<file path="config.mk">
export PLATFORM = sky130hd
export DESIGN_NAME = saf_ram
export DESIGN_NICKNAME = d
export VERILOG_FILES = /design/src/rtl/saf_ram.sv
export SDC_FILE = /design/constraint.sdc
export NUM_CORES = 1
export LEC_CHECK = 0
export BUFFER_PORTS_ARGS = -buffer_cell sky130_fd_sc_hd__clkbuf_2
export CAP_MARGIN = 0
export CORE_ASPECT_RATIO = 0.8
export CORE_UTILIZATION = 40
export DETAILED_ROUTE_END_ITERATION = 10
export GPL_TIMING_DRIVEN = 1
export PLACE_DENSITY_LB_ADDON = 0.3
export SKIP_CTS_REPAIR_TIMING = 1
export SLEW_MARGIN = 20
export SYNTH_ARGS = -nofsm -noshare
export SYNTH_HDL_FRONTEND = slang
export SYNTH_SLANG_ARGS = --single-unit
</file>
<file path="constraint.sdc">
create_clock -name clk_i -period 7.8 [get_ports clk_i]
set_input_delay 0.78 -clock clk_i [delete_from_list [all_inputs] [get_ports clk_i]]
set_output_delay 0.78 -clock clk_i [all_outputs]
set_load 0.02 [all_outputs]
</file>
<file path="src/rtl/saf_ram.sv">
// Generic single-port-write, single-read synchronous RAM with registered read data.
// No dependencies.
module saf_ram #(
  parameter int unsigned Width = 32,
  parameter int unsigned Depth = 16
) (
  input  logic                     clk_i,
  input  logic                     we_i,
  input  logic [$clog2(Depth)-1:0] waddr_i,
  input  logic [Width-1:0]         wdata_i,
  input  logic [$clog2(Depth)-1:0] raddr_i,
  output logic [Width-1:0]         rdata_o
);
  logic [Width-1:0] mem_q [Depth];

  always_ff @(posedge clk_i) begin
    if (we_i) mem_q[waddr_i] <= wdata_i;
    rdata_o <= mem_q[raddr_i];
  end
endmodule

</file>
==> results of run 1 <==
## registers in the layout, summed over array words and instances (netlist names)
| register | count |
|---|---|
| mem_q | 512 |
| rdata_o | 32 |
## cell usage in the layout (no fill, tap or decap), drive strengths merged
| master | n |
|---|---|
| dfxtp | 32 |
| mux4 | 128 |
| or3b | 1 |
| a22oi | 64 |
| nand2 | 33 |
| nand3 | 1 |
| clkinv | 19 |
| buf | 25 |
| nand2b | 2 |
| clkbuf | 137 |
| clkinvlp | 3 |
| nand3b | 2 |
| nor2b | 2 |
| nor3 | 4 |
| nor2 | 13 |
| edfxtp | 512 |
| bufinv | 7 |
| and2 | 1 |
## final timing paths
path	start	end	slack, ns	cells past startpoint
worst min register to register	mem_q[14][8]$_DFFE_PP_	rdata_o[8]$_DFF_P_	0.67	3
worst min-delay path	wdata_i[28]	mem_q[4][28]$_DFFE_PP_	0.60	1
worst max-delay path	raddr_i[0]	rdata_o[0]$_DFF_P_	5.17	5
worst max register to register	mem_q[8][18]$_DFFE_PP_	rdata_o[18]$_DFF_P_	6.46	3
## metrics by stage
stage | hold slack (ns) | instances
6_report | 0.603 | 1615
5_1_grt | 0.624 | 1615
4_1_cts | 0.583 | 1615
3_5_place_dp | 0.657 | 1521
3_3_place_gp | 0.651 | 1521
2_1_floorplan | 0.635 | 838
## power groups by stage
| stage | sequential [mW] | clock (mW) | combinational, mW |
|---|---|---|---|
| final | 3.29 | 2.53 | 0.296 |
| after global routing | 3.29 | 2.69 | 0.321 |
| after CTS | 3.29 | 2.59 | 0.302 |
| after detailed placement | 3.35 | 0 | 0.302 |
| after global placement | 3.35 | 0 | 0.297 |
| after floorplan | 3.37 | 0 | 0.157 |
## logic make-up after synthesis
kind of cell,Yosys count
buffers and inverters,43
AOI/OAI and AO/OA,64
DFF,544
muxes,128
and+or+nand+nor,59
## routing by layer
layer  wire, um  part of all wire  vias up
met5         12           0.00029        -
met4        592             0.014        2
met3       2690             0.064       55
met2      19100              0.46      282
met1      19400              0.46     4727
li1           -                 -     3784
## area by class of cell
cell class	count	area share
Sequential cell	544	0.702
Multi-Input combinational cell	251	0.164
Clock buffer	65	0.0606
Tap cell	629	0.0345
Timing Repair Buffer	97	0.0244
Clock inverter	29	0.0141
==> qor.log, run 1 <==
qor: outcome.status finished clean
qor: logic_synthesis.syn-cell-area 19900 um^2
qor: final_layout.final_design_area_no_fill 22800 um^2
qor: global_routing.most_utilized_layer_in_the_global_route_result met1
qor: clock_tree.cts-htree-levels 2
qor: pwr.netSwitchingFraction 0.205
qor: placed_design.pre_cts_slack 4.49 ns
qor: clock_tree.numCtsBuffers 50
qor: critical_path.critical-path-top-delay-family buffers and inverters
qor: route.routed-via-count 8850
qor: pwr.p_seq_frac 0.537
qor: critical_path.slowest_cell_on_crit_path buf_4
qor: critical_path.crit_path_cell_trace clkbuf_8 -> buf_4 -> mux4_2 -> a22oi_1 -> nand2_1
qor: placed_design.place.gp.congestion 0.689
qor: pwr.vdd.ir_drop.worst 0.194 mV
qor: logic_synthesis.synth.net_count 880
qor: final_layout.n_fill_cell 4006
qor: logic_synthesis.seq_area_frac_synth 0.807
qor: logic_synthesis.netlist_top_cells_count edfxtp_1, mux4_2, a22oi_1, nand2_1, dfxtp_1
qor: route.route.detailed.vias_per_inst 5.48
qor: clock_tree.cts.sinks 544
qor: logic_synthesis.compound_cell_area_share_of_the_yosys_netlist 0.0242
qor: sta.final_min_period_over_clock_period 0.337
qor: logic_synthesis.synth_fa_ha_area_frac 0
qor: sta.transition_time_of_the_tightest_slew_check_pin 0.874 ns
qor: clock_tree.clock_insertion_delay_worst_skew 0.57 ns
qor: logic_synthesis.async_reset_ff_frac 0
qor: critical_path.critPathBufInv 2
qor: logic_synthesis.synthMuxAreaShare 0.145
qor: route.detail_route.iter0.violations 981
qor: route.drc 0
qor: route.router_iterations_before_antenna_repair 5
qor: critical_path.cp-end-kind register
qor: global_routing.grt_pass1_vias 9288
qor: logic_synthesis.post_synth.cell_area_avg 23.7 um^2
qor: logic_synthesis.synth_cell_type_count 18
qor: logic_synthesis.yosys_most_used_dff edfxtp_1
qor: die.floorplan.core_area 48600 um^2
qor: route.ant_nets 0
qor: final_layout.antennaDiodeCount 0
qor: global_routing.grt.met1_usage 0.254
qor: clock_tree.cts_tree built
qor: pwr.netSwitchingPower 1.26 mW
qor: final_layout.drive_gt1_frac 0.326
qor: logic_synthesis.number_of_flops_mapped_to_enable_cells_by_yosys 512
qor: critical_path.critPathLaunchType input pin
qor: clock_tree.clkTransAtPathRegs 0.07 ns
qor: global_routing.grt_use_met3 0.0320
qor: logic_synthesis.synth.most_common_cell edfxtp_1
qor: clock_tree.clock-root-buffer clkbuf_16
qor: global_routing.track_usage 0.167
qor: logic_synthesis.synthCells 838
qor: logic_synthesis.synth_top_family_by_area multiplexers
qor: sta.setup_viol_count_final 0
qor: sta.timing_max_transition_violations_final 0
qor: final_layout.final-seq-area 16000 um^2
qor: run.max_cap_violations 0
qor: critical_path.timing.critical_path.fanout_max 53
qor: pwr.intPower 4.86 mW
qor: pwr.total_leakage_power 7.29 nW
qor: final_layout.post-route-util 0.469
qor: placed_design.dpl-instance-area 21100 um^2
qor: final_layout.multiInputGateArea 3750 um^2
qor: logic_synthesis.ranking_of_synthesized_cells_by_area edfxtp_1, mux4_2, dfxtp_1
qor: die.die_x 251 um
qor: sta.fin_crit 2.63 ns
qor: pwr.power_per_cell_area 268 nW/um^2
qor: global_routing.antenna_found_initial 1
qor: pwr.power_frac_clock 0.414
qor: global_routing.grt.met2_usage 0.251
qor: global_routing.grt_first_pass_wirelength 61.4 mm
qor: clock_tree.cts.path.max_buffers 3
qor: pwr.power 6.12 mW
qor: sta.final_hold_viol_count 0
qor: critical_path.critical_path_class input pin to register
qor: global_routing.gr-total-overflow 0
qor: critical_path.worst_ep_required_time 8.26 ns
qor: min_path.hold_path_class input pin to register
qor: final_layout.finish.net_count 986
qor: die.design.die.area 50500 um^2
qor: pwr.share_comb_of_total_power 0.048
qor: critical_path.slowest_delay 0.81 ns
qor: sta.timing.setup.tns 0 ns
qor: logic_synthesis.synth-seq-cells 544
qor: global_routing.grt_start_max_net_pins 54
qor: die.ioPinCount 74
qor: logic_synthesis.cell_taking_the_most_area_after_synthesis edfxtp_1
qor: route.routed_wire_length_per_instance 25.8 um
qor: critical_path.cp_data_arrival_time 3.09 ns
qor: placed_design.numPortBuffers 73
qor: die.floorplan.die.height 201 um
qor: route.wirelength 41.7 mm
qor: die.start_util 0.408
qor: sta.fmax 0.380 GHz
qor: logic_synthesis.synth_xor_xnor_area_share 0
qor: placed_design.dp.final_hpwl 19.9 mm
qor: sta.timing.slew.headroom 0.417
qor: logic_synthesis.ys_warn_count 0
qor: sta.finClkSkew 0.0121 ns
qor: final_layout.flow.area_growth_from_synthesis 14.9%
qor: sta.rsz0062_at_grt no
qor: logic_synthesis.synth_top_cell_area_share 0.774
qor: die.placementRows 72
qor: sta.layout_setup_ws 5.17 ns
qor: logic_synthesis.yosys.area_share.simple 0.0127
(Power assumes the default switching activity.)
==> run 2: changes to the inputs <==
--- a/config.mk
+++ b/config.mk
@@ -5,6 +5,7 @@
 export SDC_FILE = /design/constraint.sdc
 export NUM_CORES = 1
 export LEC_CHECK = 0
+export ABC_AREA = 1
 export BUFFER_PORTS_ARGS = -buffer_cell sky130_fd_sc_hd__clkbuf_2
 export CAP_MARGIN = 0
 export CORE_ASPECT_RATIO = 0.8
==> constraint.sdc (replaced) <==
create_clock -name clk_i -period 2.4 [get_ports clk_i]
set_input_delay 0.24 -clock clk_i [delete_from_list [all_inputs] [get_ports clk_i]]
set_output_delay 0.24 -clock clk_i [all_outputs]
set_load 0.02 [all_outputs]
==> run 2 against run 1 <==
Compared with the run above:
- critical path type is now register to output port
- routed wire length increased by 23%
- setup slack got worse by 4.3 ns
- synthesized cell count increased to 2.5 times the previous value
- first-iteration DRC count increased by 24%
- largest power group unchanged
- critical endpoint is now rdata_o[14]
- global-route usage increased by 1.5 points
==> qor.log, run 2 <==
qor: sta.rsz0062_at_grt no
qor: logic_synthesis.synth_cell_type_count 15 [-3]
qor: critical_path.slowest_delay 0.44 ns [-0.37 ns]
qor: final_layout.mostFrequentLayoutCells nand2_1, edfxtp_1, inv_1
qor: die.ioPinCount 74 [unchanged]
qor: global_routing.gr-total-overflow 0 [unchanged]
qor: final_layout.finish.net_count 2229 [+130%]
qor: run.max_cap_violations 0 [unchanged]
qor: global_routing.antenna_found_initial 0 [-1]
qor: critical_path.ff2ff_setup_slack 1.39 ns [-5.07 ns]
qor: sta.timing_max_transition_violations_final 0 [unchanged]
qor: final_layout.flow.area_growth_from_synthesis 13.3%
qor: critical_path.cp_data_arrival_time 1.25 ns [-1.84 ns]
qor: die.design.die.area 57800 um^2 [+14%]
qor: critical_path.critical-path-top-delay-family flip-flops
qor: logic_synthesis.number_of_flops_mapped_to_enable_cells_by_yosys 512 [unchanged]
qor: logic_synthesis.seq_area_frac_synth 0.705 [-0.102]
qor: route.routed_wire_length_per_instance 17.2 um [-33%]
qor: logic_synthesis.yosys_most_used_dff edfxtp_1
qor: logic_synthesis.synth.most_common_cell nand2_1
qor: clock_tree.cts-htree-levels 2 [unchanged]
qor: logic_synthesis.ranking_of_synthesized_cells_by_area edfxtp_1, nand2_1, nand3_1
qor: global_routing.grt_start_max_net_pins 83 [+54%]
qor: critical_path.critPathBufInv 1 [-1]
qor: clock_tree.clock-root-buffer clkbuf_16
qor: outcome.status finished clean
qor: sta.fin_crit 1.49 ns
qor: die.start_util 0.408 [about the same]
qor: placed_design.numPortBuffers 73 [unchanged]
qor: final_layout.antennaDiodeCount 0 [unchanged]
qor: die.floorplan.die.height 215 um [+6.9%]
qor: final_layout.largest_registers mem_q x512, rdata_o x32
qor: critical_path.worst_ep_required_time 2.16 ns [-6.10 ns]
qor: pwr.power 20.4 mW [+230%]
qor: route.ant_nets 0 [unchanged]
qor: logic_synthesis.cell_taking_the_most_area_after_synthesis edfxtp_1
qor: min_path.worst_hold_path.num_cells 1 [unchanged]
qor: sta.timing.setup.tns 0 ns [unchanged]
qor: pwr.total_leakage_power 10.9 nW [+50%]
qor: min_path.hold_path_class input pin to register
qor: sta.setup_viol_count_final 0 [unchanged]
qor: route.drc 0 [unchanged]
qor: logic_synthesis.synthCells 2120 [+150%]
qor: final_layout.commonest_non_fill_non_tap_cell_in_the_layout nand2_1
qor: critical_path.critical_path_class register to output port
qor: route.route.detailed.vias_per_inst 4.85 [-11%]
qor: route.wirelength 51.3 mm [+23%]
qor: route.routed-via-count 14500 [+63%]
qor: sta.fmax 0.670 GHz
qor: sta.timing.slew.headroom 0.397 [-0.0201]
qor: logic_synthesis.async_reset_ff_frac 0 [unchanged]
qor: logic_synthesis.syn-cell-area 22700 um^2 [+14%]
qor: die.floorplan.core_area 55700 um^2 [+14%]
qor: placed_design.dp.final_hpwl 27.6 mm [+39%]
qor: sta.finClkSkew 0.0101 ns [-0.00194 ns]
qor: critical_path.critPathLaunchType register
qor: critical_path.slowest_cell_on_crit_path dfxtp_1
qor: global_routing.track_usage 0.182 [+0.0152]
qor: logic_synthesis.synth-seq-cells 544 [unchanged]
qor: clock_tree.cts.sinks 544 [unchanged]
qor: clock_tree.clkTransAtPathRegs 0.06 ns [about the same]
qor: die.placementRows 77 [+6.9%]
qor: pwr.power_per_cell_area 790 nW/um^2 [+190%]
qor: critical_path.number_of_cells_on_the_critical_path 1 [-4]
qor: final_layout.largest_reg_flops 512 [unchanged]
qor: clock_tree.clock_insertion_delay_worst_skew 0.59 ns [+0.02 ns]
qor: route.router_iterations_before_antenna_repair 5 [unchanged]
qor: sta.final_hold_viol_count 0 [unchanged]
qor: critical_path.worst-r2r-cell-count 6 [+3]
qor: logic_synthesis.netlist_top_cells_count nand2_1, edfxtp_1, inv_1, nand3_1, buf_2
qor: sta.final_min_period_over_clock_period 0.622
qor: global_routing.grt_pass1_vias 14100 [+52%]
qor: route.detail_route.iter0.violations 1214 [+24%]
qor: final_layout.drive_gt1_frac 0.0995 [-0.226]
qor: die.die_x 269 um [+6.9%]
qor: clock_tree.cts.path.max_buffers 3 [unchanged]
qor: logic_synthesis.post_synth.cell_area_avg 10.7 um^2 [-55%]
qor: critical_path.cp-end-kind output port
qor: logic_synthesis.synth.net_count 2162 [+150%]
qor: critical_path.crit_path_cell_trace clkbuf_2
qor: critical_path.timing.critical_path.fanout_max 1 [-98%]
qor: global_routing.grt_first_pass_wirelength 80.7 mm [+32%]
qor: final_layout.largest_register mem_q
qor: logic_synthesis.synth_top_cell_area_share 0.676 [-0.0980]
qor: placed_design.place.gp.congestion 0.758 [+10%]
qor: sta.timing.hold.ws 0.0429 ns [-0.560 ns]
qor: logic_synthesis.ys_warn_count 0 [unchanged]
qor: pwr.vdd.ir_drop.worst 0.505 mV [+160%]
qor: sta.transition_time_of_the_tightest_slew_check_pin 0.903 ns [+0.0288 ns]
qor: clock_tree.numCtsBuffers 53 [+6.0%]
qor: clock_tree.cts_tree built
-- run 2: cell types whose count changed after synthesis, moves of 3 or more --
cell,change
a22oi_1,-64
nor2_1,+4
clkbuf_1,-3
buf_1,+5
nand3_1,+384
buf_4,-5
mux4_2,-128
nand2_1,+644
inv_1,+388
buf_2,+37
nor3_1,-4
buf_6,+27
-- run 2: stage by stage --
step                      cells  instance area (um^2)  setup slack (ns)  utilization
after floorplan            2120                 22700             0.167            -
after global placement     2882                 24000             0.603        0.431
after detailed placement   2882                 24000             0.581        0.431
after CTS                  2982                 25800             0.911        0.463
after global routing       2982                 25800             0.864        0.463
final                      2982                 25800             0.908        0.463
-- run 2: final timing paths --
path / start / end
max: rdata_o[14]$_DFF_P_ / rdata_o[14]
min: wdata_i[7] / mem_q[14][7]$_DFFE_PP_
max reg2reg: mem_q[1][28]$_DFFE_PP_ / rdata_o[28]$_DFF_P_
min reg2reg: mem_q[10][18]$_DFFE_PP_ / rdata_o[18]$_DFF_P_
-- run 2: cells by family after synthesis --
logic type / Yosys count / synth area share
buffers and inverters: 495 / 0.0954
AND/OR/NAND/NOR: 1081 / 0.200
flip-flops: 544 / 0.705
-- run 2: routing by layer --
metal | vias up | wire (um) | global-route usage
met3 | 76 | 3500 | 0.0311
met2 | 434 | 22900 | 0.280
met5 | - | 0 | 0
met1 | 6986 | 23900 | 0.266
met4 | 0 | 950 | 0.0494
li1 | 6967 | - | -
-- run 2: layout make-up --
type	instances	area, um^2
Clock buffer	71	1500
Inverter	390	1470
Clock inverter	29	279
Timing Repair Buffer	117	895
Tap cell	750	938
Multi-Input combinational cell	1081	4670
Sequential cell	544	16000
Fill cell	5118	29900
-- run 2: power by group --
group          switching, mW  internal, mW  leakage, nW
Combinational          0.914         0.357         5.16
Sequential            0.0715          10.6         4.90
Clock                   3.48          4.92        0.875
